**src/stable_priority_task_queue_top_macros.svh**
```systemverilog
// ----------------------------------------------------------------------------
// stable priority task queue assertion macros
// concurrent checks, compiled away when SYNTHESIS is defined
// ----------------------------------------------------------------------------
`ifndef STABLE_PRIORITY_TASK_QUEUE_TOP_MACROS_SVH
`define STABLE_PRIORITY_TASK_QUEUE_TOP_MACROS_SVH

`ifndef SYNTHESIS
// same-cycle implication
`define SPQ_ASSERT_SAME(label, clk, rst, lhs, rhs) \
   label: assert property (@(posedge clk) disable iff (rst) (lhs) |-> (rhs)) \
      else $error("spq check failed");
// next-cycle implication
`define SPQ_ASSERT_NEXT(label, clk, rst, lhs, rhs) \
   label: assert property (@(posedge clk) disable iff (rst) (lhs) |=> (rhs)) \
      else $error("spq check failed");
`else
`define SPQ_ASSERT_SAME(label, clk, rst, lhs, rhs)
`define SPQ_ASSERT_NEXT(label, clk, rst, lhs, rhs)
`endif

`endif

```
**src/spq_pkg.sv**
```systemverilog
// ----------------------------------------------------------------------------
// spq_pkg
// shared constants, word types and sequencer codes of the task queue
// ----------------------------------------------------------------------------
package spq_pkg;

   localparam int QUEUE_DEPTH   = 16;
   localparam int PRIORITY_BITS = 16;

   localparam int IDX_BITS  = $clog2(QUEUE_DEPTH);
   localparam int CNT_BITS  = $clog2(QUEUE_DEPTH + 1);
   localparam int ID_BITS   = 8;
   localparam int PREQ_BITS = 16;
   localparam int OCC_BITS  = 5;

   localparam logic MODE_INSERT = 1'b0;
   localparam logic MODE_POP    = 1'b1;

   typedef struct packed {
      logic                 mode;
      logic [ID_BITS-1:0]   task_id;
      logic [PREQ_BITS-1:0] priority_req;
   } req_type;

   typedef struct packed {
      logic [ID_BITS-1:0]  popped_id;
      logic                popped_valid;
      logic                dropped;
      logic [OCC_BITS-1:0] occupancy;
   } rsp_type;

   typedef struct packed {
      logic [PRIORITY_BITS-1:0] prio;
      logic [ID_BITS-1:0]       task_id;
   } slot_type;

   typedef struct packed {
      logic [IDX_BITS-1:0] rd_idx;
      logic                wr_en;
      logic [IDX_BITS-1:0] wr_idx;
      logic                wr_new;
      slot_type            new_slot;
   } ctrl_type;

   typedef enum logic [1:0] {
      ST_IDLE,
      ST_INSERT,
      ST_POP
   } state_type;

endpackage

```
**src/spq_slots.sv**
```systemverilog
// ----------------------------------------------------------------------------
// spq_slots
// slot register file with one read and one write port, plus the shared
// priority comparator used by the insert walk
// ----------------------------------------------------------------------------
module spq_slots (
   input  logic              clock,
   input  spq_pkg::ctrl_type ctrl,
   output spq_pkg::slot_type rd_slot,
   output logic              rd_gt
);
   import spq_pkg::*;

   slot_type slot_ff [QUEUE_DEPTH];
   slot_type slot_in;

   assign rd_slot = slot_ff[ctrl.rd_idx];
   // strictly greater: equal priorities stay ahead of the newcomer
   assign rd_gt   = rd_slot.prio > ctrl.new_slot.prio;
   assign slot_in = ctrl.wr_new ? ctrl.new_slot : rd_slot;

   always_ff @(posedge clock) begin
      if (ctrl.wr_en) begin
         slot_ff[ctrl.wr_idx] <= slot_in;
      end
   end

endmodule

```
**src/spq_seq.sv**
```systemverilog
// ----------------------------------------------------------------------------
// spq_seq
// sequencer: walks the slots one per cycle for inserts and pops, keeps the
// entry count and registers the response word
// ----------------------------------------------------------------------------
module spq_seq (
   input  logic              clock,
   input  logic              reset,
   input  logic              start,
   input  spq_pkg::req_type  req_data,
   output logic              busy,
   input  spq_pkg::slot_type rd_slot,
   input  logic              rd_gt,
   output spq_pkg::ctrl_type ctrl,
   output logic              rsp_valid,
   output spq_pkg::rsp_type  rsp_data
);
   import spq_pkg::*;

   state_type           state_ff, state_in;
   logic [CNT_BITS-1:0] count_ff, count_in;
   logic [CNT_BITS-1:0] idx_ff, idx_in;
   logic [CNT_BITS-1:0] idx_dec;
   logic [CNT_BITS-1:0] count_inc;
   logic [CNT_BITS-1:0] count_dec;
   slot_type            new_ff, new_in;
   logic [ID_BITS-1:0]  popped_ff, popped_in;
   logic                rsp_valid_ff, rsp_valid_in;
   rsp_type             rsp_ff, rsp_in;

   assign idx_dec   = idx_ff - CNT_BITS'(1);
   assign count_inc = count_ff + CNT_BITS'(1);
   assign count_dec = count_ff - CNT_BITS'(1);

   always_ff @(posedge clock) begin
      if (reset) begin
         state_ff     <= ST_IDLE;
         count_ff     <= '0;
         rsp_valid_ff <= 1'b0;
      end else begin
         state_ff     <= state_in;
         count_ff     <= count_in;
         rsp_valid_ff <= rsp_valid_in;
      end
   end

   always_ff @(posedge clock) begin
      idx_ff    <= idx_in;
      new_ff    <= new_in;
      popped_ff <= popped_in;
      rsp_ff    <= rsp_in;
   end

   always_comb begin
      state_in      = state_ff;
      count_in      = count_ff;
      idx_in        = idx_ff;
      new_in        = new_ff;
      popped_in     = popped_ff;
      rsp_valid_in  = 1'b0;
      rsp_in        = rsp_ff;
      ctrl.rd_idx   = '0;
      ctrl.wr_en    = 1'b0;
      ctrl.wr_idx   = '0;
      ctrl.wr_new   = 1'b0;
      ctrl.new_slot = new_ff;

      case (state_ff)
         ST_IDLE: begin
            if (start) begin
               if (req_data.mode == MODE_POP) begin
                  if (count_ff == '0) begin
                     rsp_valid_in        = 1'b1;
                     rsp_in.popped_id    = '0;
                     rsp_in.popped_valid = 1'b0;
                     rsp_in.dropped      = 1'b0;
                     rsp_in.occupancy    = OCC_BITS'(count_ff);
                  end else begin
                     // head is on the read port while idle
                     popped_in = rd_slot.task_id;
                     idx_in    = CNT_BITS'(1);
                     state_in  = ST_POP;
                  end
               end else begin
                  if (count_ff == CNT_BITS'(QUEUE_DEPTH)) begin
                     rsp_valid_in        = 1'b1;
                     rsp_in.popped_id    = '0;
                     rsp_in.popped_valid = 1'b0;
                     rsp_in.dropped      = 1'b1;
                     rsp_in.occupancy    = OCC_BITS'(count_ff);
                  end else begin
                     new_in.prio    = PRIORITY_BITS'(req_data.priority_req);
                     new_in.task_id = req_data.task_id;
                     idx_in         = count_ff;
                     state_in       = ST_INSERT;
                  end
               end
            end
         end
         ST_INSERT: begin
            // walk down from the tail, moving larger priorities up one slot
            ctrl.rd_idx = idx_dec[IDX_BITS-1:0];
            ctrl.wr_idx = idx_ff[IDX_BITS-1:0];
            ctrl.wr_en  = 1'b1;
            if (idx_ff == '0 || !rd_gt) begin
               ctrl.wr_new         = 1'b1;
               count_in            = count_inc;
               rsp_valid_in        = 1'b1;
               rsp_in.popped_id    = '0;
               rsp_in.popped_valid = 1'b0;
               rsp_in.dropped      = 1'b0;
               rsp_in.occupancy    = OCC_BITS'(count_inc);
               state_in            = ST_IDLE;
            end else begin
               idx_in = idx_dec;
            end
         end
         ST_POP: begin
            // close the gap at the head, one slot per cycle
            ctrl.rd_idx = idx_ff[IDX_BITS-1:0];
            ctrl.wr_idx = idx_dec[IDX_BITS-1:0];
            if (idx_ff >= count_ff) begin
               count_in            = count_dec;
               rsp_valid_in        = 1'b1;
               rsp_in.popped_id    = popped_ff;
               rsp_in.popped_valid = 1'b1;
               rsp_in.dropped      = 1'b0;
               rsp_in.occupancy    = OCC_BITS'(count_dec);
               state_in            = ST_IDLE;
            end else begin
               ctrl.wr_en = 1'b1;
               idx_in     = idx_ff + CNT_BITS'(1);
            end
         end
         default: begin
            state_in = ST_IDLE;
         end
      endcase
   end

   assign busy      = state_ff != ST_IDLE;
   assign rsp_valid = rsp_valid_ff;
   assign rsp_data  = rsp_ff;

endmodule

```
**src/stable_priority_task_queue_top.sv**
```systemverilog
// ----------------------------------------------------------------------------
// stable_priority_task_queue_top
// bounded task queue kept sorted by priority, stable for equal priorities
// ----------------------------------------------------------------------------
// usage:
//   a request word (mode, task_id, priority_req) is taken at a clock edge
//   with start high and busy low. mode insert places the task behind every
//   queued entry of smaller or equal priority; mode pop removes the head.
//   each request gives exactly one response word on rsp_data, shown for one
//   cycle with rsp_valid high; the receiver cannot stall it.
// operation:
//   insert into a full queue or pop of an empty queue: response in the cycle
//   after the request, busy stays low.
//   insert: the walk runs down from the tail past each entry of larger
//   priority. pop: the walk moves every entry behind the head up one slot.
//   the slot walk moves one entry per cycle through a single read and write
//   port and one priority comparator; busy is high during the walk and falls
//   with the response, so a new request may be taken while it is shown.
// reset:
//   synchronous, active high; the queue comes up empty, slot contents are
//   not cleared and are never read before being written.
// ----------------------------------------------------------------------------
`include "stable_priority_task_queue_top_macros.svh"

module stable_priority_task_queue_top (
   input  logic             clock,
   input  logic             reset,
   input  logic             start,
   input  spq_pkg::req_type req_data,
   output logic             busy,
   output logic             rsp_valid,
   output spq_pkg::rsp_type rsp_data
);
   import spq_pkg::*;

   ctrl_type ctrl;
   slot_type rd_slot;
   logic     rd_gt;

   spq_seq u_seq (
      .clock     (clock),
      .reset     (reset),
      .start     (start),
      .req_data  (req_data),
      .busy      (busy),
      .rd_slot   (rd_slot),
      .rd_gt     (rd_gt),
      .ctrl      (ctrl),
      .rsp_valid (rsp_valid),
      .rsp_data  (rsp_data)
   );

   spq_slots u_slots (
      .clock   (clock),
      .ctrl    (ctrl),
      .rd_slot (rd_slot),
      .rd_gt   (rd_gt)
   );

   `SPQ_ASSERT_NEXT(a_accept_progress, clock, reset, start && !busy, busy || rsp_valid)
   `SPQ_ASSERT_SAME(a_pop_drop_excl, clock, reset, rsp_valid, !(rsp_data.popped_valid && rsp_data.dropped))
   `SPQ_ASSERT_SAME(a_drop_when_full, clock, reset, rsp_valid && rsp_data.dropped, rsp_data.occupancy == OCC_BITS'(QUEUE_DEPTH))
   `SPQ_ASSERT_SAME(a_id_zero_no_pop, clock, reset, rsp_valid && !rsp_data.popped_valid, rsp_data.popped_id == '0)

endmodule
```
**config.mk**
```make
export PLATFORM = sky130hd
export DESIGN_NAME = stable_priority_task_queue_top
export DESIGN_NICKNAME = d
export VERILOG_FILES = /design/src/spq_pkg.sv /design/src/spq_slots.sv /design/src/spq_seq.sv /design/src/stable_priority_task_queue_top.sv
export VERILOG_INCLUDE_DIRS = /design/src /design/src/src
export SDC_FILE = /design/constraint.sdc
export NUM_CORES = 1
export LEC_CHECK = 0
export BUFFER_PORTS_ARGS = -buffer_cell sky130_fd_sc_hd__buf_2
export CORE_ASPECT_RATIO = 0.7
export CORE_UTILIZATION = 55
export CTS_CLUSTER_DIAMETER = 200
export DETAILED_ROUTE_END_ITERATION = 12
export PLACE_DENSITY = 0.72
export SKIP_LAST_GASP = 1
export SYNTH_ARGS = -nofsm -noshare
export SYNTH_HDL_FRONTEND = slang
export SYNTH_SLANG_ARGS = --single-unit
```
**constraint.sdc**
```tcl
create_clock -name clock -period 8.7 [get_ports clock]
set_clock_uncertainty 0.2 [all_clocks]
set_input_delay 1.74 -clock clock [delete_from_list [all_inputs] [get_ports clock]]
set_output_delay 1.74 -clock clock [all_outputs]
set_load 0.03 [all_outputs]
```
==> qor.txt, run 1 <==
Mapped Cells: 956
Hold Path End: u_seq.rsp_data[8]
Largest net degree at the start of global routing: 49
Total die area: 34,100 um2
Cts bufs inserted: 41
Die H: 155 um
Startpoint of the worst hold path: u_seq.popped_ff[1]
Worst Path Arrival: 6660 ps
Routability cong.: 0.812
Layout area overhead: 12.1%
Final hold violations: 0
Commonest cells in the netlist: 436 x edfxtp_1, 62 x mux4_2, 53 x nand2_1
Max-cap viol count: 0
Dpl hpwl: 21,400 um
Register area: 13,300 um2
Global-route wire length before repair: 58,900 um
Setup CP Type: reg -> reg
Synth Flop Type: edfxtp_1
Largest area contributor in the netlist: edfxtp_1
EDFF count, synth: 436
Layout cells sized above 1: 0.230
Core box area: 32,600 um2
GR met2 Demand/Resource: 0.362
Setup violations, final: 0
Met3 usage: 0.0500
WHS Path Cells: 1
Post_cts resized: 0
CTS tree: built
Row cnt: 55
Worst-path clk slew: 60 ps
Chip width: 220 um
Initial antenna violation count: 0
FF-to-FF path depth: 15
Root buf cell: clkbuf_16
Via Count: 9,352
Leakage: 6.87 nW
Vias/cell: 6.36
Top post-synthesis cells by area: edfxtp_1 71%, mux4_2 7.6%, mux4_1 4.9%, ha_1 2.2%, a22oi_1 2.0%
Total gr overflow: 0
Initial Util: 0.564
WP data required: 8690 ps
Worst hold path type: reg -> reg
Max-slew violations: 0
Final Util: 0.632
Final setup TNS: 0 ps
VDD IR max: 0.199 mV
Status: completed
IO Port Bufs: 44
Drt drc: 0
R2R Setup Slk: 2020 ps
Max-slew headroom: 0.187
Placed Instances: 1,396
Period minus WS final: 6680 ps
Net Count, Synth: 1,016
Vias in the first global route: 9,190
Starting DRT DRC Count: 1,113
Drt pass-1 iters: 5
Met1 usage: 0.364
Cell area after synthesis: 18,400 um2
Layout fillers: 2,197
CP startpoint kind: flip-flop
Reg-to-reg endpoint: u_slots.slot_ff[6][8]
H-tree depth: 2
Critical path peak fanout: 48
IO Pins: 45
ANT cells: 0
Routed Antenna Nets: 0
WL final: 39,200 um
RSZ-0062 raised after global routing: no
Top Usage Layer GRT: met1
Crit end category: flip-flop
Yosys cell types: 62
Measured slew at the worst slew-check pin: 1210 ps
Seq/Total Area, Yosys: 0.722
Pwr per Cell Area: 327 nW/um2
CTS max path bufs: 3
Nets: 1,072
Hold_buf cts: 0
Post-CTS setup repair buffer count: 0
Clock sinks: 444
DR WL/cell: 26.7 um
Syn avg cell area: 19.2 um2
Top-area cell type share of the netlist area: 0.713
Non-filler instance count after layout: 1,471
Synth async-reset ratio: 0
Worst reg2reg path startpoint: u_seq.idx_ff[0]
Footprint of the multi-input gates: 4900 um2
Total GRT Usage: 0.239
Fmax: 0.150 GHz
Yosys Warn Count: 0
Clk_lat worst skew: 550 ps
Count leader, synth: edfxtp_1
Yosys reg bits: 444
Final period util: 0.767
[cell type report]
type                            count  share of cell area
Clock buffer                       45              0.0516
Clock inverter                     30              0.0168
Inverter                           30             0.00547
Multi-Input combinational cell    432               0.238
Sequential cell                   444               0.644
Tap cell                          427              0.0260
Timing Repair Buffer               63              0.0182
[flip-flops by register name, indices dropped and copies added (netlist names)]
name and flops:
u_seq.state_ff 2, u_seq.count_ff 5, u_seq.ctrl 24, u_seq.rsp_data 15, u_slots.slot_ff 384, u_seq.popped_ff 8
u_seq.idx_ff 5, u_seq.rsp_valid 1
[worst max path at each step]
stage,to,from,slack (ps)
after floorplan,u_seq.rsp_data[0],u_seq.idx_ff[0],1640
after global placement,u_slots.slot_ff[5][8],u_seq.idx_ff[0],2330
after detailed placement,u_slots.slot_ff[1][8],u_seq.idx_ff[0],2000
after CTS,u_slots.slot_ff[10][8],u_seq.idx_ff[0],1980
after global routing,u_slots.slot_ff[6][8],u_seq.idx_ff[0],1570
final,u_slots.slot_ff[6][8],u_seq.idx_ff[0],2020
[metal layers]
metal | vias to the layer above | wire (um)
met2 | 417 | 18300
met1 | 4818 | 17100
li1 | 4070 | -
met4 | 0 | 516
met3 | 47 | 3230
met5 | - | 0
[worst max-delay path, cell delays in order (launching register included)]
cell	delay [ps]
edfxtp_1	640
inv_1	190
ha_1	390
nor2b_4	140
o21a_4	720
buf_4	440
mux4_1	590
a22oi_1	210
nand2_1	130
ha_1	320
a41o_1	240
a21oi_1	140
o22ai_1	120
nor3_1	590
o21ai_4	320
mux2i_1	910
[kinds of logic (layout without fill, tap and decap cells)]
logic type,Yosys count,count (layout),share of synthesized area
AOI/OAI and AO/OA,136,136,0.0526
xor gates and xnor gates,5,5,0.00239
adders and majority gates,32,32,0.0218
buffers and inverters,80,168,0.0214
DFF,444,444,0.722
muxes,124,124,0.144
and+or+nand+nor,135,135,0.0355
[where the power goes]
group / internal (mW) / switching, mW
sequential: 2.91 / 0.0731
combinational: 0.659 / 1.21
clock: 1.10 / 0.780
[stage by stage]
step	area (um2)	total power [mW]	hold WS [ps]	setup WS, ps
after floorplan	18400	4.34	284	1640
after global placement	19200	4.82	306	2330
after detailed placement	19200	4.88	313	2000
after CTS	20600	6.74	332	1980
after global routing	20600	7.01	357	1570
final	20600	6.73	330	2020
[placed cells by master (no fill, tap or decap), types with 4 or more instances in the layout]
cell       synthesis  routed
nand4_1            4       4
a21oi_1           16      15
clkinv_1           1       9
nor2_1            29      12
a31oi_1            6       6
a22oi_1           49      49
mux4_2            62      62
mux2_2            11      11
clkbuf_16          0      42
inv_1             29      29
bufinv_16          0       7
nor2_4             0      16
mux4_1            34      34
mux2_4            12      12
o22ai_1            4       4
buf_4              4      18
edfxtp_1         436     436
nand2_1           53      53
dfxtp_1            8       8
and2_1            11      11
o21ai_0           19      19
clkinv_2           0      12
nand3_1           11      11
ha_1              32      32
a21o_1             4       4
or4_1              5       5
o31ai_1            9       9
xor2_1             4       4
buf_2             17      44
No activity file was read; power rests on OpenSTA's default activity.
==> run 2: changes to the inputs <==
clock period = 7 ns   (was 8.7 ns; I/O delays follow)
==> qor.txt, run 2 (synthesized netlist as in run 1, its figures left out) <==
Period minus WS final: 5920 ps
Setup violations, final: 0
Footprint of the multi-input gates: 4900 um2
Finished layout cell area: 20,500 um2
Row cnt: 55
Crit end category: flip-flop
Global-route wire length before repair: 58,400 um
Worst-path clk slew: 60 ps
Post-place setup slack: 1160 ps
VDD IR max: 0.283 mV
Via Count: 9,343
Clk_lat worst skew: 560 ps
Layout fillers: 2,194
Final setup TNS: 0 ps
Worst Path Arrival: 5980 ps
Most frequent cells in the layout: 436 x edfxtp_1, 62 x mux4_2, 53 x nand2_1, 49 x a22oi_1, 44 x buf_2
Measured slew at the worst slew-check pin: 1170 ps
Die H: 155 um
Layout area overhead: 11.7%
Routability cong.: 0.865
Cts bufs inserted: 42
Critical path peak fanout: 56
Final worst slack: 1080 ps
IO Port Bufs: 44
Post_cts resized: 0
Nets: 1,076
CTS tree: built
Total gr overflow: 0
Commonest non-fill, non-tap cell in the layout: edfxtp_1
Biggest register: u_slots.slot_ff
Total GRT Usage: 0.239
Largest register FFs: 384
IO Pins: 45
Leakage: 6.80 nW
Root buf cell: clkbuf_16
Routed Antenna Nets: 0
Initial Util: 0.564
Drt drc: 2
Initial antenna violation count: 0
RSZ-0062 raised after global routing: no
Failing checks: design-rule violations
Status: finished, violations left
Largest net degree at the start of global routing: 57
Max-slew violations: 0
Starting DRT DRC Count: 906
Pwr per Cell Area: 401 nW/um2
Clock sinks: 444
Worst hold path type: reg -> reg
Hold_buf cts: 0
H-tree depth: 2
Max-slew headroom: 0.216
Core box area: 32,600 um2
Register area: 13,300 um2
Vias in the first global route: 9,282
Final hold violations: 0
Max-cap viol count: 0
Fmax: 0.169 GHz
Dpl hpwl: 21,700 um
DR WL/cell: 26.7 um
WL final: 39,400 um
WP data required: 7060 ps
DP Area: 19,200 um2
ANT cells: 0
Vias/cell: 6.33
Layout cells sized above 1: 0.228
Post-CTS setup repair buffer count: 0
Chip width: 220 um
Setup CP Type: reg -> reg
CP startpoint kind: flip-flop
CTS max path bufs: 3
Total die area: 34,100 um2
Drt pass-1 iters: 9
Final period util: 0.846
run 2: final cells by class:
cell class                      count  share of cell area
Tap cell                          427              0.0261
Inverter                           30             0.00549
Clock buffer                       53              0.0533
Sequential cell                   444               0.646
Timing Repair Buffer               66              0.0200
Multi-Input combinational cell    432               0.239
Clock inverter                     24             0.00983
run 2: path summary, 6_finish.rpt:
path | from | cells after the start | slack [ps] | endpoint
worst max-delay path | u_seq.idx_ff[0] | 16 | 1080 | u_slots.slot_ff[1][22]
worst min-delay path | u_seq.popped_ff[4] | 1 | 330 | u_seq.rsp_data[11]
worst max register to register | u_seq.idx_ff[0] | 16 | 1080 | u_slots.slot_ff[1][22]
worst min register to register | u_seq.popped_ff[4] | 1 | 330 | u_seq.rsp_data[11]
run 2: through the flow:
step / total power, mW / hold WS [ps] / util / cells
after global placement: 6.03 / 308 / 0.590 / 1399
final: 8.21 / 333 / 0.630 / 1476
after global routing: 8.55 / 358 / 0.630 / 1476
after detailed placement: 6.09 / 315 / 0.590 / 1399
after CTS: 8.24 / 330 / 0.630 / 1476
after floorplan: 5.40 / 284 / - / 956
run 2: power by group:
part | internal [mW] | switching [mW]
combinational | 0.839 | 1.50
clock | 1.19 | 0.975
sequential | 3.61 | 0.0956
run 2: layer usage:
layer  routed length (um)  vias to the layer above  GRT usage
met5                    0                        -          0
met4                  649                        0     0.0539
met2                18200                      386      0.366
met3                 2880                       56     0.0425
li1                     -                     4076          -
met1                17700                     4825      0.362
run 2: critical path: stages (launching register included):
cell	delay [ps]
edfxtp_1	660
inv_1	180
ha_1	380
nor2b_4	150
o21a_4	280
buf_12	350
mux4_1	610
a22oi_1	240
nand2_1	110
ha_1	310
nand4_1	210
or2_1	320
a211oi_1	330
nor3_1	170
o21ai_4	270
buf_12	270
mux2_2	490
